**config.mk**
```make
export PLATFORM = sky130hd
export DESIGN_NAME = zero_crossing_interpolator
export DESIGN_NICKNAME = d
export VERILOG_FILES = /design/src/rtl/zci_pkg.sv /design/src/rtl/zero_crossing_interpolator.sv /design/src/rtl/zci_ctrl.sv /design/src/rtl/zci_dp.sv
export SDC_FILE = /design/constraint.sdc
export NUM_CORES = 2
export LEC_CHECK = 0
export BUFFER_PORTS_ARGS = -buffer_cell sky130_fd_sc_hd__buf_4
export CAP_MARGIN = 20
export CORE_ASPECT_RATIO = 2
export CORE_MARGIN = 10
export CORE_UTILIZATION = 31
export DETAILED_ROUTE_END_ITERATION = 10
export HOLD_SLACK_MARGIN = 0.1
export PLACE_DENSITY = 0.49
export SLEW_MARGIN = 40
export SYNTH_ARGS = -nofsm -noshare
export SYNTH_HDL_FRONTEND = slang
export SYNTH_SLANG_ARGS = --single-unit
```
**constraint.sdc**
```tcl
create_clock -name clk -period 10.9 [get_ports clk]
set_clock_uncertainty 0.2 [all_clocks]
set_input_delay 0.545 -clock clk [delete_from_list [all_inputs] [get_ports clk]]
set_output_delay 0.545 -clock clk [all_outputs]
set_load 0.1 [all_outputs]
```
**src/rtl/zci_pkg.sv**
```systemverilog
// shared types and constants of the zero-crossing interpolator
package zci_pkg;

  // sample word width, signed Q16.16 at 32
  localparam int DATA_WIDTH = 32;
  // divider step counter width, one step per quotient bit
  localparam int CNT_W = $clog2(DATA_WIDTH);

  // result kind codes
  localparam logic [1:0] KIND_ZERO = 2'd0;
  localparam logic [1:0] KIND_RISE = 2'd1;
  localparam logic [1:0] KIND_FALL = 2'd2;

  // commands from controller to datapath
  typedef struct packed {
    logic accept;    // input transfer, capture sample and update history
    logic prep;      // form magnitudes and divisor
    logic mul;       // form product, load divider
    logic div_step;  // one restoring division step
    logic push;      // load result register
  } cmd_t;

  // status from datapath to controller
  typedef struct packed {
    logic is_zero;   // incoming sample has y exactly zero
    logic is_cross;  // incoming sample crosses zero against the held one
    logic slot_free; // result register can take a new result this cycle
  } sts_t;

endpackage

```
**src/rtl/zero_crossing_interpolator.sv**
```systemverilog
// top level of the zero-crossing interpolator
//
// Input channel (in_valid / in_stall) carries samples (x, y) in signed
// Q16.16, with in_start_req marking the first sample of a new function.
// Result channel (out_valid / out_stall) carries the root abscissa and its
// kind: exact zero sample, rising crossing or falling crossing. A sample
// gives at most one result.
// Steps per sample after its input transfer:
//   no zero found: none, the next sample may follow at once
//   exact zero: the result load, then the next sample may follow
//   crossing: operand prep, one 32x32 multiply, a restoring divider
//   producing one quotient bit per cycle, then the result load; the
//   next sample may follow after the result load
// The divider loop sets the throughput for crossings; one sample is in work
// at a time.
// The result register parts the channels: a new sample is taken while a
// result waits. When the receiver stalls and a second result is ready, the
// block holds it and keeps in_stall high until the register frees.
// Synchronous reset clears the history (no previous sample) and empties
// the result register.
module zero_crossing_interpolator (
  input  logic                           clk,
  input  logic                           rst_n,
  input  logic                           in_valid,
  output logic                           in_stall,
  input  logic                           in_start_req,
  input  logic [zci_pkg::DATA_WIDTH-1:0] in_sample_x,
  input  logic [zci_pkg::DATA_WIDTH-1:0] in_sample_y,
  output logic                           out_valid,
  input  logic                           out_stall,
  output logic [zci_pkg::DATA_WIDTH-1:0] out_root_x,
  output logic [1:0]                     out_root_kind
);
  import zci_pkg::*;

  cmd_t cmd;
  sts_t sts;

  // sequencing
  zci_ctrl u_ctrl (
    .clk      (clk),
    .rst_n    (rst_n),
    .in_valid (in_valid),
    .in_stall (in_stall),
    .sts      (sts),
    .cmd      (cmd)
  );

  // arithmetic and storage
  zci_dp u_dp (
    .clk           (clk),
    .rst_n         (rst_n),
    .cmd           (cmd),
    .sts           (sts),
    .in_start_req  (in_start_req),
    .in_sample_x   (in_sample_x),
    .in_sample_y   (in_sample_y),
    .out_valid     (out_valid),
    .out_stall     (out_stall),
    .out_root_x    (out_root_x),
    .out_root_kind (out_root_kind)
  );

  // a crossing transfer holds off the next sample
  a_cross_stalls: assert property (@(posedge clk) disable iff (!rst_n)
    (in_valid && !in_stall && !sts.is_zero && sts.is_cross) |=> in_stall)
    else $error("crossing sample did not raise in_stall");

  // a new result only comes from a result load
  a_rose_from_push: assert property (@(posedge clk) disable iff (!rst_n)
    $rose(out_valid) |-> $past(cmd.push))
    else $error("out_valid rose without a result load");

  // no arithmetic while ready for input
  a_idle_quiet: assert property (@(posedge clk) disable iff (!rst_n)
    !in_stall |-> !(cmd.mul || cmd.div_step || cmd.prep))
    else $error("datapath busy while accepting input");

  // result load never overwrites a stalled result
  a_push_safe: assert property (@(posedge clk) disable iff (!rst_n)
    (out_valid && out_stall) |-> !cmd.push)
    else $error("result overwritten while stalled");

endmodule

```
**src/rtl/zci_ctrl.sv**
```systemverilog
// controller state machine of the zero-crossing interpolator
module zci_ctrl (
  input  logic          clk,
  input  logic          rst_n,
  input  logic          in_valid,
  output logic          in_stall,
  input  zci_pkg::sts_t sts,
  output zci_pkg::cmd_t cmd
);
  import zci_pkg::*;

  typedef enum logic [2:0] {
    S_IDLE,
    S_PREP,
    S_MUL,
    S_DIV,
    S_PUSH
  } state_t;

  state_t           state_r, state_nxt;
  logic             in_stall_r, in_stall_nxt;
  logic [CNT_W-1:0] cnt_r, cnt_nxt;

  // commands decoded from state
  always_comb begin
    cmd          = '0;
    cmd.accept   = (state_r == S_IDLE) && in_valid;
    cmd.prep     = (state_r == S_PREP);
    cmd.mul      = (state_r == S_MUL);
    cmd.div_step = (state_r == S_DIV);
    cmd.push     = (state_r == S_PUSH) && sts.slot_free;
  end

  // next state
  always_comb begin
    state_nxt = state_r;
    cnt_nxt   = cnt_r;
    unique case (state_r)
      S_IDLE: begin
        if (in_valid) begin
          if (sts.is_zero) begin
            state_nxt = S_PUSH;
          end else if (sts.is_cross) begin
            state_nxt = S_PREP;
          end
        end
      end
      S_PREP: begin
        state_nxt = S_MUL;
      end
      S_MUL: begin
        state_nxt = S_DIV;
        cnt_nxt   = '0;
      end
      S_DIV: begin
        cnt_nxt = cnt_r + 1'b1;
        if (cnt_r == CNT_W'(DATA_WIDTH - 1)) begin
          state_nxt = S_PUSH;
        end
      end
      S_PUSH: begin
        if (sts.slot_free) begin
          state_nxt = S_IDLE;
        end
      end
      default: begin
        state_nxt = S_IDLE;
      end
    endcase
    in_stall_nxt = (state_nxt != S_IDLE);
  end

  // state and registered outputs
  always_ff @(posedge clk) begin
    if (!rst_n) begin
      state_r    <= S_IDLE;
      in_stall_r <= 1'b0;
      cnt_r      <= '0;
    end else begin
      state_r    <= state_nxt;
      in_stall_r <= in_stall_nxt;
      cnt_r      <= cnt_nxt;
    end
  end

  assign in_stall = in_stall_r;

endmodule

```
**src/rtl/zci_dp.sv**
```systemverilog
// datapath of the zero-crossing interpolator: history, multiplier, divider, result
module zci_dp (
  input  logic                           clk,
  input  logic                           rst_n,
  input  zci_pkg::cmd_t                  cmd,
  output zci_pkg::sts_t                  sts,
  input  logic                           in_start_req,
  input  logic [zci_pkg::DATA_WIDTH-1:0] in_sample_x,
  input  logic [zci_pkg::DATA_WIDTH-1:0] in_sample_y,
  output logic                           out_valid,
  input  logic                           out_stall,
  output logic [zci_pkg::DATA_WIDTH-1:0] out_root_x,
  output logic [1:0]                     out_root_kind
);
  import zci_pkg::*;

  localparam int DW = DATA_WIDTH;

  // history
  logic          have_last_r;
  logic [DW-1:0] last_x_r, last_y_r;
  // working sample pair
  logic [DW-1:0] x0_r, y0_r, x1_r, y1_r;
  logic          zero_r;
  // prepared operands
  logic [DW-1:0] a_r, b_r;
  logic [DW:0]   c_r;
  logic          up_r;
  // divider
  logic [DW:0]   rem_r, rem_nxt;
  logic [DW-1:0] lo_r, lo_nxt;
  // result register
  logic          out_valid_r;
  logic [DW-1:0] root_x_r;
  logic [1:0]    root_kind_r;

  logic          prev;
  logic [DW-1:0] a_nxt, m1_nxt, b_nxt;
  logic          up_nxt;
  logic [2*DW-1:0] prod;
  logic [DW+1:0] trial, diff;
  logic          ge;
  logic [DW-1:0] root_cross;

  // classification of the incoming sample
  assign prev = have_last_r && !in_start_req;
  assign sts.is_zero  = (in_sample_y == '0);
  assign sts.is_cross = prev && (last_y_r != '0) &&
                        (last_y_r[DW-1] != in_sample_y[DW-1]);
  assign sts.slot_free = !out_valid_r || !out_stall;

  // magnitudes, divisor and direction
  assign a_nxt  = y0_r[DW-1] ? (DW'(0) - y0_r) : y0_r;
  assign m1_nxt = y1_r[DW-1] ? (DW'(0) - y1_r) : y1_r;
  assign up_nxt = ($signed(x1_r) >= $signed(x0_r));
  assign b_nxt  = up_nxt ? (x1_r - x0_r) : (x0_r - x1_r);

  // full-width product
  assign prod = (2 * DW)'(a_r) * (2 * DW)'(b_r);

  // restoring division step
  assign trial   = {rem_r, lo_r[DW-1]};
  assign ge      = (trial >= {1'b0, c_r});
  assign diff    = trial - {1'b0, c_r};
  assign rem_nxt = ge ? diff[DW:0] : trial[DW:0];
  assign lo_nxt  = {lo_r[DW-2:0], ge};

  // root from quotient
  assign root_cross = up_r ? (x0_r + lo_r) : (x0_r - lo_r);

  // history and working registers
  always_ff @(posedge clk) begin
    if (!rst_n) begin
      have_last_r <= 1'b0;
    end else if (cmd.accept) begin
      have_last_r <= 1'b1;
    end
  end

  always_ff @(posedge clk) begin
    if (cmd.accept) begin
      last_x_r <= in_sample_x;
      last_y_r <= in_sample_y;
      x0_r     <= last_x_r;
      y0_r     <= last_y_r;
      x1_r     <= in_sample_x;
      y1_r     <= in_sample_y;
      zero_r   <= sts.is_zero;
    end
    if (cmd.prep) begin
      a_r  <= a_nxt;
      b_r  <= b_nxt;
      c_r  <= {1'b0, a_nxt} + {1'b0, m1_nxt};
      up_r <= up_nxt;
    end
    if (cmd.mul) begin
      rem_r <= {1'b0, prod[2*DW-1:DW]};
      lo_r  <= prod[DW-1:0];
    end else if (cmd.div_step) begin
      rem_r <= rem_nxt;
      lo_r  <= lo_nxt;
    end
  end

  // result register
  always_ff @(posedge clk) begin
    if (!rst_n) begin
      out_valid_r <= 1'b0;
    end else if (cmd.push) begin
      out_valid_r <= 1'b1;
    end else if (!out_stall) begin
      out_valid_r <= 1'b0;
    end
  end

  always_ff @(posedge clk) begin
    if (cmd.push) begin
      if (zero_r) begin
        root_x_r    <= x1_r;
        root_kind_r <= KIND_ZERO;
      end else begin
        root_x_r    <= root_cross;
        root_kind_r <= y0_r[DW-1] ? KIND_RISE : KIND_FALL;
      end
    end
  end

  assign out_valid     = out_valid_r;
  assign out_root_x    = root_x_r;
  assign out_root_kind = root_kind_r;

endmodule
```
* Yosys cells after proc, flatten, opt, wreduce, memory -nomap -nowiden
Index checks and enable logic that the tools add are counted.
** Storage, ports and cells
- Flip-flop bits (word level) :: 337
- Latch bits :: 0
- Memory bits (writable) :: 0
- Memory bits (read-only) :: 0
- Memories :: 0
** Operators by class
- Add/subtract/negate cells :: 9
- Multiply operators :: 1
- Div/mod/pow operators :: 0
- $lt $le $gt $ge :: 2
- Equal/unequal tests :: 7
- Shifts and indexed selects :: 0
- Muxes and demuxes :: 20
- Bitwise logic cells :: 0
- Reductions and logical operators :: 14
** Operator list (count)
- 2-to-1 mux 32 bit :: 9
- subtractor 32 bit :: 3
- multiplier 32 x 32 -> 64 bit :: 1
- subtractor 1 x 32 -> 32 bit (first input constant) :: 2
- greater-or-equal comparator 34 x 33 -> 1 bit :: 1
- adder 32 x 32 -> 33 bit :: 1
- 2-to-1 mux 33 bit :: 1
- subtractor 33 bit :: 1
- adder 32 bit :: 1
- greater-or-equal comparator 32 bit :: 1
- logical NOT 32 bit :: 1
- nonzero test 32 bit :: 1
- 2-to-1 mux 3 bit :: 5
- one-hot mux 3 bit (5 select lines) :: 1
- one-hot mux 5 bit (2 select lines) :: 1
- equality test 3 x 2 -> 1 bit (second input constant) :: 2
- adder 5 x 1 -> 5 bit (second input constant) :: 1
- equality test 5 bit (second input constant) :: 1
- logical AND 1 bit :: 5
- equality test 3 x 1 -> 1 bit (second input constant) :: 1
- equality test 3 bit (second input constant) :: 1
- logical NOT 1 bit :: 3
- logical NOT 3 bit :: 1
- nonzero test 3 bit :: 1
- other kinds (6) :: 7

* Logic depth before layout (Yosys ltp)
- Depth in word-level cells :: 9
- Depth in mapped cells :: 29

* Modules after synthesis
From an unflattened synthesis, not the netlist that was laid out.
** Unflattened totals
- Cells, all modules :: 5800
- Area total of the unflattened synthesis :: 54920.2 um^2
** By module, submodules not included
- zci_dp :: instances 1, cells an instance 5747, area each 54442.2 um^2, sequential area each 9819.4 um^2
- zci_ctrl :: instances 1, cells an instance 53, area each 478.0 um^2, sequential area each 180.2 um^2

* Least setup slack after synthesis
OpenSTA, ideal clock, no wires.
- Path type :: register -> register
- From :: reg u_ctrl.state_r[0]
- To :: reg u_dp.a_r[0], enable pin
- Arrival :: 7784 ps
- Path slack :: 2222 ps
- Stages on the path, launching flop included :: 3
- Path buffers :: 1
- Clock period less this slack :: 8678 ps
- Path through :: dfxtp_1 > clkbuf_1 > nor3b_1
** Between the ends
- Cells in the longest elaborated chain, start to end :: 1
** RTL lines
- start: declaration :: line zci_ctrl.sv:20 : state_t state_r, state_nxt;
- start signal: assignment :: line zci_ctrl.sv:80 : state_r <= state_nxt;
- equality test 3 x 1 -> 1 bit :: line zci_ctrl.sv:28 : cmd.prep = (state_r == S_PREP);
- end signal: assignment :: line zci_dp.sv:91 : a_r <= a_nxt;
- end: declaration :: line zci_dp.sv:26 : logic [DW-1:0] a_r, b_r;
No other way between the ends.
A chain may end at the register's enable or synchronous reset.

* Worst setup path after layout
- From :: reg u_dp.a_r[19]
- To :: reg u_dp.rem_r[16], data pin
** Between the ends
- Cells in the longest elaborated chain, start to end :: 2
** RTL lines
- multiplier 32 x 32 -> 64 bit :: line zci_dp.sv:59 : assign prod = (2 * DW)'(a_r) * (2 * DW)'(b_r);
- 2-to-1 mux 32 bit :: line zci_dp.sv:96 : if (cmd.mul) begin
- end signal: assignment :: line zci_dp.sv:97 : rem_r <= {1'b0, prod[2*DW-1:DW]};
- end signal: assignment :: line zci_dp.sv:100 : rem_r <= rem_nxt;
- end: declaration :: line zci_dp.sv:30 : logic [DW:0] rem_r, rem_nxt;
No other way between the ends.

==> run summary <==
## Run status
* run status: finished, final reports clean

## Synth
* post-synthesis async set-or-reset flop share: 0%
* ranking of synthesized cells by area: sky130_fd_sc_hd__fa_1 33%, sky130_fd_sc_hd__edfxtp_1 18%, sky130_fd_sc_hd__ha_1 9.7%
* synthesized cell area: 54800 um^2
* portion of synthesized cell area occupied by the leading cell type: 32.9%
* synthesized netlist net count: 7228
* largest area contributor in the netlist: sky130_fd_sc_hd__fa_1
* share of synthesized area occupied by flip-flops and latches: 18.2%
* most common cell in the synthesized netlist: sky130_fd_sc_hd__inv_1
* post-synthesis average cell area: 9.40 um^2
* number of distinct standard cells referenced by the synthesized netlist: 83
* Post-synth top cells: 1043 x sky130_fd_sc_hd__inv_1, 901 x sky130_fd_sc_hd__fa_1, 667 x sky130_fd_sc_hd__nand2_1
* number of flops mapped to enable cells by yosys: 325
* number of instances in the synthesized netlist: 5831
* synthesis warning total: 0
* register bit count reported by yosys: 337
* Post-synth top flop: sky130_fd_sc_hd__edfxtp_1

## CTS
* CTS tree: yes
* post-cts sizing count: 0
* Clock Tree Root: sky130_fd_sc_hd__clkbuf_16
* Clock Path Buffers: 3
* clock buffer count from CTS: 31
* buffers inserted by post-CTS timing repair: 0
* quantity of hold-fixing buffers added after cts: 66
* Clk Latency, worst-skew pair: 0.66 ns
* sink count of the clock tree: 337
* clock slew at the register clock pins of the worst setup and hold paths: 0.08 ns
* number of levels the H-tree was split into: 1

## Worst setup path
* most repeated library cell on the critical path: sky130_fd_sc_hd__fa_1
* slowest stage delay, CP: 0.65 ns
* destination of the worst register-to-register timing path: u_dp.rem_r[16]$_DFFE_PP_
* maximum net fanout on the critical path: 15
* Setup crit end kind: register
* worst setup path class: register to register
* source of the worst register-to-register timing path: u_dp.a_r[19]$_DFFE_PP_
* setup slack, reg-to-reg: 1.48 ns
* length in cells of the worst reg-to-reg path: 26
* data required time of the critical path: 11.08 ns
* Slowest cell on crit path: sky130_fd_sc_hd__edfxtp_1
* Startpoint Class: register
* CP arrival: 9.60 ns

## Flow run
* number of maximum-capacitance constraint violations: 0

## Global routing
* antenna violations before repair: 10
* maximum number of pins on one net before global-route repair: 67
* overall overflow remaining after global route: 0
* GRT Total Usage: 19.8%
* global-route wire length before repair: 287000 um
* number of global-route vias before repair: 45900

## Drt
* post-route antenna net violation count: 0
* via count of the routed design: 41300
* Iter 0 DRT Violations: 1868
* Routed WL: 193000 um
* Post-route DRC: 0
* number of detailed-route iterations in the first pass: 6
* wire per inst: 23.5 um
* via density per instance: 5.02

## STA
* count of pins over their slew limit: 0
* Max Clk Rate: 106 MHz
* Fin Hold WS: 0.178 ns
* Final period util: 86.4%
* setup repair after global routing missed its margin: false
* Final Hold Fails: 0
* worst slew pin tran: 0.936 ns
* relative slew slack: 37.6%
* sum of negative setup slack: 0 ns
* setup violation total in the final timing report: 0
* Min Clock Period, post-route: 9.42 ns

## Placed design
* Routability Congestion: 0.943
* input/output buffers: 104
* half-perimeter wire length after placement: 162000 um

## Finish
* Final #Nets: 7280
* ratio of cells with drive above 1 in the final layout: 5.89%
* Area Overhead vs Synth: 10.3%
* Layout fillers: 18400

## Hold path
* Hold Path End: u_ctrl.state_r[0]$_SDFF_PN0_
* path type of the worst min-delay path: primary input to register
* number of instances on the worst hold path: 4
* Worst Hold Launch: in_start_req

## Floorplanning
* placement row count: 218
* area inside the core boundary: 176000 um^2
* Boundary Pins: 105
* die boundary height: 615 um
* overall die area: 195000 um^2
* horizontal die dimension: 317 um
* Initial Utilization: 31.1%

==> worst max path at each step <==
stage	startpoint	to	slack, ns	cells past startpoint
after CTS	u_dp.a_r[19]$_DFFE_PP_	u_dp.rem_r[16]$_DFFE_PP_	1.61	26
final	u_dp.a_r[19]$_DFFE_PP_	u_dp.rem_r[16]$_DFFE_PP_	1.48	26
after global routing	u_dp.a_r[19]$_DFFE_PP_	u_dp.rem_r[16]$_DFFE_PP_	1.36	26
after floorplan	u_ctrl.state_r[0]$_SDFF_PN0_	u_dp.a_r[0]$_DFFE_PP_	2.22	2
after detailed placement	u_dp.a_r[19]$_DFFE_PP_	u_dp.rem_r[16]$_DFFE_PP_	1.61	26
after global placement	u_dp.a_r[17]$_DFFE_PP_	u_dp.rem_r[16]$_DFFE_PP_	1.28	24
==> area by class of cell <==
cell class | instances | area, um^2 | share of cell area, %
flip-flops and latches | 337 | 10000 | 16.5
inverters | 1045 | 3930 | 6.49
clock buffers | 33 | 783 | 1.29
clock inverters | 23 | 293 | 0.484
well taps | 2310 | 2890 | 4.78
repair buffers | 299 | 2500 | 4.14
diodes | 10 | 25.0 | 0.0414
multi-input cells | 4169 | 40100 | 66.2
==> per-stage QoR <==
step,util (%),std cells,cell area (um^2),setup slack [ns]
floorplan,-,5831,54800,2.22
global placement,33.1,8075,58300,1.28
detailed placement,33.3,8094,58700,1.61
CTS,34.3,8216,60500,1.61
global route,34.3,8222,60500,1.36
finish,34.3,8226,60500,1.48
==> critical path: cells and delay by family, from the launching register on <==
family | cells | cell delay (ns)
compound gates | 9 | 2.46
xor+xnor | 1 | 0.18
fa+ha+maj | 9 | 4.59
buf+inv | 6 | 0.84
flops | 1 | 0.65
simple gates | 1 | 0.19
==> metal layers <==
metal  vias up  GRT usage [%]  wire length [um]
met4         2           15.8             18600
met1     21100           17.0             57700
met5         -              0                12
met2      1088           39.7            111000
met3       540           1.81              5710
li1      18600              -                 -
==> layout by cell type (no fill, tap or decap), types with 31 or more instances in the layout <==
cell / instances
sky130_fd_sc_hd__o21ai_0: 205
sky130_fd_sc_hd__edfxtp_1: 325
sky130_fd_sc_hd__nand3_1: 56
sky130_fd_sc_hd__clkbuf_16: 31
sky130_fd_sc_hd__xor2_1: 87
sky130_fd_sc_hd__and2_1: 600
sky130_fd_sc_hd__a211oi_1: 43
sky130_fd_sc_hd__xnor2_1: 148
sky130_fd_sc_hd__buf_4: 213
sky130_fd_sc_hd__a21o_1: 110
sky130_fd_sc_hd__nand2_1: 667
sky130_fd_sc_hd__dlygate4sd3_1: 66
sky130_fd_sc_hd__nor2_1: 147
sky130_fd_sc_hd__o31ai_1: 32
sky130_fd_sc_hd__ha_1: 427
sky130_fd_sc_hd__nor3_1: 44
sky130_fd_sc_hd__fa_1: 901
sky130_fd_sc_hd__o21bai_1: 31
sky130_fd_sc_hd__inv_1: 1043
sky130_fd_sc_hd__a21oi_1: 258
sky130_fd_sc_hd__nand4_1: 31
==> state kept, by name (all words and copies together) (netlist names), 5 cells and up <==
register and count:
u_ctrl.cnt_r 5, u_dp.a_r 32, u_dp.b_r 32, u_dp.c_r 33
u_dp.lo_r 32, u_dp.out_root_x 32, u_dp.rem_r 33, u_dp.x0_r 32
u_dp.x1_r 32, u_dp.y0_r 32, u_dp.y1_r 32
==> cell families after synthesis <==
family	synth area share (%)
AND/OR/NAND/NOR	15.8
adder cells (fa/ha/maj)	42.6
buffers and inverters	9.09
AO/OA/AOI/OAI	9.76
flip-flops	18.2
XOR/XNOR	4.06
multiplexers	0.429
Power is not shown: default switching activity piles up to over one toggle a cycle in this logic, so the estimate is an artifact.
